--- src/sv/ccm_ram.sv ---
`timescale 1ns / 1ps
module ccm_ram #(
  parameter int Width = 8,
  parameter int Depth = 16
) (
  input  logic                     clk,
  input  logic                     we,
  input  logic [$clog2(Depth)-1:0] waddr,
  input  logic [Width-1:0]         wdata,
  input  logic [$clog2(Depth)-1:0] raddr,
  output logic [Width-1:0]         rdata
);
  logic [Width-1:0] mem [Depth];

  always_ff @(posedge clk) begin
    if (we) begin
      mem[waddr] <= wdata;
    end
    rdata <= mem[raddr];
  end
endmodule

--- config.mk ---
export PLATFORM = sky130hd
export DESIGN_NAME = ccm_ram
export DESIGN_NICKNAME = d
export VERILOG_FILES = /design/src/sv/ccm_ram.sv
export SDC_FILE = /design/constraint.sdc
export NUM_CORES = 1
export LEC_CHECK = 0
export BUFFER_PORTS_ARGS = -buffer_cell sky130_fd_sc_hd__buf_2
export CAP_MARGIN = 20
export CORE_UTILIZATION = 45
export CTS_BUF_LIST = sky130_fd_sc_hd__clkbuf_16
export DETAILED_ROUTE_END_ITERATION = 12
export PLACE_DENSITY = 0.64
export SLEW_MARGIN = 20
export SYNTH_ARGS = -nofsm -noshare
export SYNTH_HDL_FRONTEND = slang
export SYNTH_SLANG_ARGS = --single-unit
export TNS_END_PERCENT = 50
--- constraint.sdc ---
create_clock -name clk -period 1.95 [get_ports clk]
set_input_delay 0 -clock clk [delete_from_list [all_inputs] [get_ports clk]]
set_output_delay 0 -clock clk [all_outputs]
set_load 0.02 [all_outputs]
==> results of run 1 <==
[cell usage in the layout (no fill, tap or decap), types with 2 or more instances in the layout]
cell type      count
buf_2             25
dfxtp_1            8
nor2_1            13
nand3b_1           2
clkbuf_16         17
buf_12             2
clkinvlp_4         3
edfxtp_1         128
nor3_1             4
nand2b_1           2
dlygate4sd3_1      8
clkinv_2           2
buf_4             18
nand2_1            9
mux4_1            14
clkinv_1           3
a22oi_1           16
bufinv_16          4
mux4_2            18
[timing repair]
item	CTS	global route
hold endpoints to repair	120	0
resized for setup	0	0
hold buffers	8	0
setup endpoints to repair	0	0
[routing by layer]
metal	part of all wire	vias up	wire length, um	GRT usage
met5	0	-	0	0
met2	0.52	74	5190	0.299
met3	0.044	5	439	0.0389
li1	-	1101	-	-
met1	0.43	1269	4370	0.264
met4	0.0072	0	73	0.0743
[flip-flops by register name (all words and copies together) (netlist names)]
| signal | count |
|---|---|
| mem | 128 |
| rdata | 8 |
[per-stage QoR]
step / instance area (um2) / power (mW) / setup WS, ns / std cells
4_1_cts: 6220 / 6.92 / 0.442 / 443
5_1_grt: 6220 / 7.07 / 0.385 / 443
3_5_place_dp: 5540 / 3.68 / 0.458 / 404
6_report: 6220 / 6.86 / 0.499 / 443
2_1_floorplan: 5150 / 3.53 / 0.457 / 229
3_3_place_gp: 5540 / 3.67 / 0.465 / 404
[worst max-delay path: stages, from the launching register on]
cell,delay [ns]
edfxtp_1,0.40
mux4_1,0.56
a22oi_1,0.28
nand2_1,0.09
[how the worst max path moves through the flow]
stage | startpoint | slack, ns | endpoint | depth (start not counted)
2_1_floorplan | waddr[2] | 0.46 | mem[0][0] | 2
3_3_place_gp | raddr[0] | 0.47 | rdata[1] | 5
3_5_place_dp | raddr[0] | 0.46 | rdata[2] | 5
4_1_cts | mem[0][1] | 0.44 | rdata[1] | 3
5_1_grt | mem[0][1] | 0.38 | rdata[1] | 3
6_report | mem[2][1] | 0.50 | rdata[1] | 3
[power groups by stage]
stage | Combinational, mW | Sequential [mW] | Clock (mW)
floorplan | 0.166 | 3.37 | 0
global placement | 0.321 | 3.35 | 0
detailed placement | 0.327 | 3.35 | 0
CTS | 0.342 | 3.29 | 3.29
global route | 0.362 | 3.29 | 3.41
finish | 0.336 | 3.29 | 3.24
[cell type report]
cell class,instances,area (um2)
fillers,786,4760
flip-flops and latches,136,4000
multi-input cells,83,1060
clock buffers,17,425
repair buffers,53,380
clock inverters,14,181
well taps,140,175
[cell families (layout without fill, tap and decap cells)]
logic type	Yosys count	count (layout)	synth area share
compound gates	16	16	0.0233
buf+inv	10	84	0.0168
flops	136	136	0.778
mux	32	32	0.150
simple gates	35	35	0.0318
==> results.py, run 1 <==
metrics = {
    "global_routing": {
        "grt_max_degree": 33,
        "overflow": 0,
        "antenna_found_initial": 0,
        "grt_usage": 0.190,
        "grt_pass1_vias": 2513,
        "grt_pass1_wl_um": 15200,
    },
    "power": {
        "p_sw_frac": 0.194,
        "p_switching_mw": 1.33,
        "p_int_mw": 5.53,
        "p_leak_nw": 2.13,
        "ir_drop_mv": 0.508,
        "p_comb_frac": 0.049,
        "powerDensity_nw_per_um2": 1100,
        "power.share.clock": 0.472,
        "p_seq_frac": 0.479,
    },
    "worst_setup_path": {
        "criticalPathCategory": "reg -> reg",
        "r2r-end": "rdata[1]",
        "cp_max_fo": 1,
        "r2r_slack_ns": 0.50,
        "worst_setup_path_start_kind": "flop",
        "worstPathArrival_ns": 1.74,
        "reg2reg_depth": 3,
        "crit_required_ns": 2.23,
        "end_kind": "flop",
        "reg2reg_from": "mem[2][1]",
    },
    "logic_synthesis": {
        "yosysSeqAreaShare": 0.778,
        "yosys-top-cells-area": "edfxtp_1 75%, mux4_2 7.9%, mux4_1 7.1%",
        "synth_ff_type": "edfxtp_1",
        "synth_area_um2": 5150,
        "synth_top_cell_area_share": 0.747,
        "synth.most_common_cell": "edfxtp_1",
        "synthCells": 229,
        "syn_nets": 247,
        "synth.distinct_cells": 19,
        "synth_edf_count": 128,
        "ys_warn_count": 0,
        "syn_avg_cell_area_um2": 22.5,
        "ys_seq_elements": 136,
        "synth_largest_area_cell": "edfxtp_1",
        "synth_commonest_cells": "128 x edfxtp_1, 18 x mux4_2, 16 x a22oi_1",
        "async_flop_share": 0,
    },
    "clock_network": {
        "cts_buffer_depth": 2,
        "cts_tree": "done",
        "clkTransAtPathRegs_ns": 0.06,
        "cts_inserted_buffers": 17,
        "post-cts-setup-buffer-count": 0,
        "clkSinkCount": 136,
        "htreeDepth": 4,
        "clockRootBuffer": "clkbuf_16",
        "worstSkewPairLatency_ns": 0.40,
    },
    "sta": {
        "worst_hold_slack_ns": 0.154,
        "fmax_mhz": 689,
        "hold_viol": 0,
        "finalClockSkew_ns": 0.0107,
        "slew_viol_final": 0,
        "period_share": 0.744,
        "setup_tns_ns": 0,
        "rsz0062_at_grt": "no",
        "tightest_slew_ns": 0.425,
        "fin_crit_ns": 1.45,
        "setup_viol": 0,
        "relSlewSlack": 0.716,
    },
    "floorplanning": {
        "die_h_um": 109,
        "die-area_um2": 11900,
        "fp.dieW_um": 109,
        "num_io_pins": 26,
        "placementRows": 38,
        "core_area_um2": 11000,
        "start_util": 0.469,
    },
    "placed_design": {
        "place_congestion": 0.744,
        "dp_hpwl_um": 5910,
        "port_buffers": 25,
    },
    "routing": {
        "viasPerCell": 5.53,
        "drc": 0,
        "drt_iter0_markers": 200,
        "wl_um": 10100,
        "via_count": 2449,
        "avgRoutedWirePerCell_um": 22.7,
        "ant_nets": 0,
        "drt_first_pass_iters": 4,
    },
    "finish": {
        "syn2layout_area_growth_pct": 20.9,
        "antenna_cells": 0,
        "post-route-util": 0.567,
        "nNetsFinal": 309,
        "layout-drive-gt1-share": 0.304,
    },
    "worst_hold_path": {
        "worstHoldStart": "waddr[0]",
        "worst_hold_path_type": "in -> reg",
        "worst_hold_path.endpoint": "mem[0][0]",
        "hold_depth": 3,
    },
    "outcome": {
        "status": "finished clean",
    },
    "job": {
        "cap_violations": 0,
    },
}
Note: power is estimated with default switching activity, not from simulation.
==> inputs of run 2 (changes only) <==
Clock period 1.95 ns to 1.4 ns, I/O delays scaled along.
==> run 2 against run 1 <==
Non-clock buffer count increased by 8. Final area increased by 2.3%. Sequential share of layout area decreased by 1.5 points. Routed wire length increased by 1.9%. First-iteration DRC count decreased by 28%. Fmax increased by 8.0%. Setup slack got worse by 0.44 ns. Global-route usage increased by 0.60 points. Critical path depth unchanged. Cell count increased by 2.0%. Sequential power increased by 39%. Largest cell class unchanged. Largest power group is now the clock network. Highest routed layer unchanged.
==> results.py, run 2 (synthesized netlist as in run 1, its figures left out) <==
metrics = {
    "worst_setup_path": {
        "reg2reg_from": "mem[2][0]",
        "cp_max_fo": 1,
        "crit_required_ns": 1.69,
        "crit_path_start": "mem[2][0]",
        "criticalPathCategory": "reg -> reg",
        "worst_setup_path_start_kind": "flop",
        "r2r_slack_ns": 0.06,
        "worstPathArrival_ns": 1.63,
        "end_kind": "flop",
    },
    "clock_network": {
        "post-cts-setup-buffer-count": 0,
        "cts_buffer_depth": 2,
        "cts_inserted_buffers": 17,
        "clkSinkCount": 136,
        "htreeDepth": 4,
        "worstSkewPairLatency_ns": 0.41,
        "clkTransAtPathRegs_ns": 0.05,
        "cts_tree": "done",
        "clockRootBuffer": "clkbuf_16",
    },
    "finish": {
        "multi_input_area_um2": 1080,
        "top_register": "mem",
        "area.sequential_um2": 4000,
        "fill_cells": 796,
        "layout_commonest_cell": "edfxtp_1",
        "layout-drive-gt1-share": 0.340,
        "nNetsFinal": 317,
        "largest_reg_flops": 128,
        "reg_top3": "mem x128, rdata x8",
        "antenna_cells": 0,
        "syn2layout_area_growth_pct": 23.7,
        "final_cell_mix": "128 x edfxtp_1, 25 x buf_2, 25 x buf_4",
    },
    "power": {
        "p_leak_nw": 2.20,
        "ir_drop_mv": 0.849,
        "power_mw": 9.97,
        "powerDensity_nw_per_um2": 1570,
    },
    "routing": {
        "drt_iter0_markers": 145,
        "wl_um": 10300,
        "ant_nets": 0,
        "viasPerCell": 5.53,
        "drt_first_pass_iters": 5,
        "avgRoutedWirePerCell_um": 22.7,
        "via_count": 2498,
        "drc": 0,
    },
    "sta": {
        "slew_viol_final": 0,
        "rsz0062_at_grt": "no",
        "tightest_slew_ns": 1.06,
        "hold_viol": 0,
        "relSlewSlack": 0.294,
        "setup_slack_ns": 0.0568,
        "setup_viol": 0,
        "period_share": 0.959,
        "finalClockSkew_ns": 0.00535,
        "fin_crit_ns": 1.34,
        "fmax_mhz": 744,
    },
    "placed_design": {
        "port_buffers": 25,
        "pre_cts_ws_ns": -0.0307,
        "place_congestion": 0.748,
        "dp_hpwl_um": 6530,
    },
    "floorplanning": {
        "start_util": 0.469,
        "die_h_um": 109,
        "die-area_um2": 11900,
        "num_io_pins": 26,
        "core_area_um2": 11000,
        "fp.dieW_um": 109,
        "placementRows": 38,
    },
    "global_routing": {
        "grt_usage": 0.196,
        "grt_pass1_vias": 2565,
        "grt_max_degree": 22,
        "overflow": 0,
        "grt_pass1_wl_um": 15300,
        "antenna_found_initial": 0,
    },
    "worst_hold_path": {
        "worst_hold_path_type": "in -> reg",
        "worstHoldStart": "waddr[0]",
    },
    "job": {
        "cap_violations": 0,
    },
    "outcome": {
        "status": "finished clean",
    },
}
==> run 2: cell type report <==
| type | count | share of cell area |
|---|---|---|
| clock inverter | 15 | 0.0365 |
| multi-input combinational | 83 | 0.169 |
| clock buffer | 17 | 0.0668 |
| sequential | 136 | 0.629 |
| timing repair buffer | 61 | 0.0711 |
| tap | 140 | 0.0275 |
==> run 2: through the flow <==
step / utilization / hold slack [ns] / std cells / area, um2 / TNS [ns]
CTS: 0.578 / 0.127 / 452 / 6350 / 0
floorplan: - / 0.0989 / 229 / 5150 / 0
finish: 0.580 / 0.142 / 452 / 6370 / 0
detailed placement: 0.511 / 0.388 / 412 / 5610 / -0.0307
global route: 0.580 / 0.136 / 452 / 6370 / 0
global placement: 0.511 / 0.372 / 412 / 5610 / -0.00595
==> run 2: per-layer routing <==
layer | track usage | routed length [um] | vias up | part of all wire
met5 | 0 | 0 | - | 0
met4 | 0.0888 | 168 | 0 | 0.016
met3 | 0.0526 | 491 | 13 | 0.048
met2 | 0.296 | 5040 | 70 | 0.49
met1 | 0.269 | 4570 | 1293 | 0.44
li1 | - | - | 1122 | -
==> run 2: worst paths after layout <==
check	end	depth (start not counted)
worst max-delay path	rdata[0]	3
worst min-delay path	mem[0][0]	3
worst max register to register	rdata[0]	3
worst min register to register	rdata[1]	3
==> run 2: power breakdown <==
part	switching, mW	internal [mW]
Sequential	0.0280	4.55
Clock	1.59	3.31
Combinational	0.275	0.216
==> run 2: worst max-delay path, cell delays in order, from the launching register on <==
cell and delay (ns):
edfxtp_1 0.35, mux4_1 0.53, a22oi_2 0.25, nand2_1 0.09
==> run 2: repair_timing <==
item / 4_1_cts / 5_1_grt
hold buffers: 8 / 0
resized for setup: 0 / 5
hold endpoints to repair: 128 / 0
endpoints found under the setup margin: 0 / 4
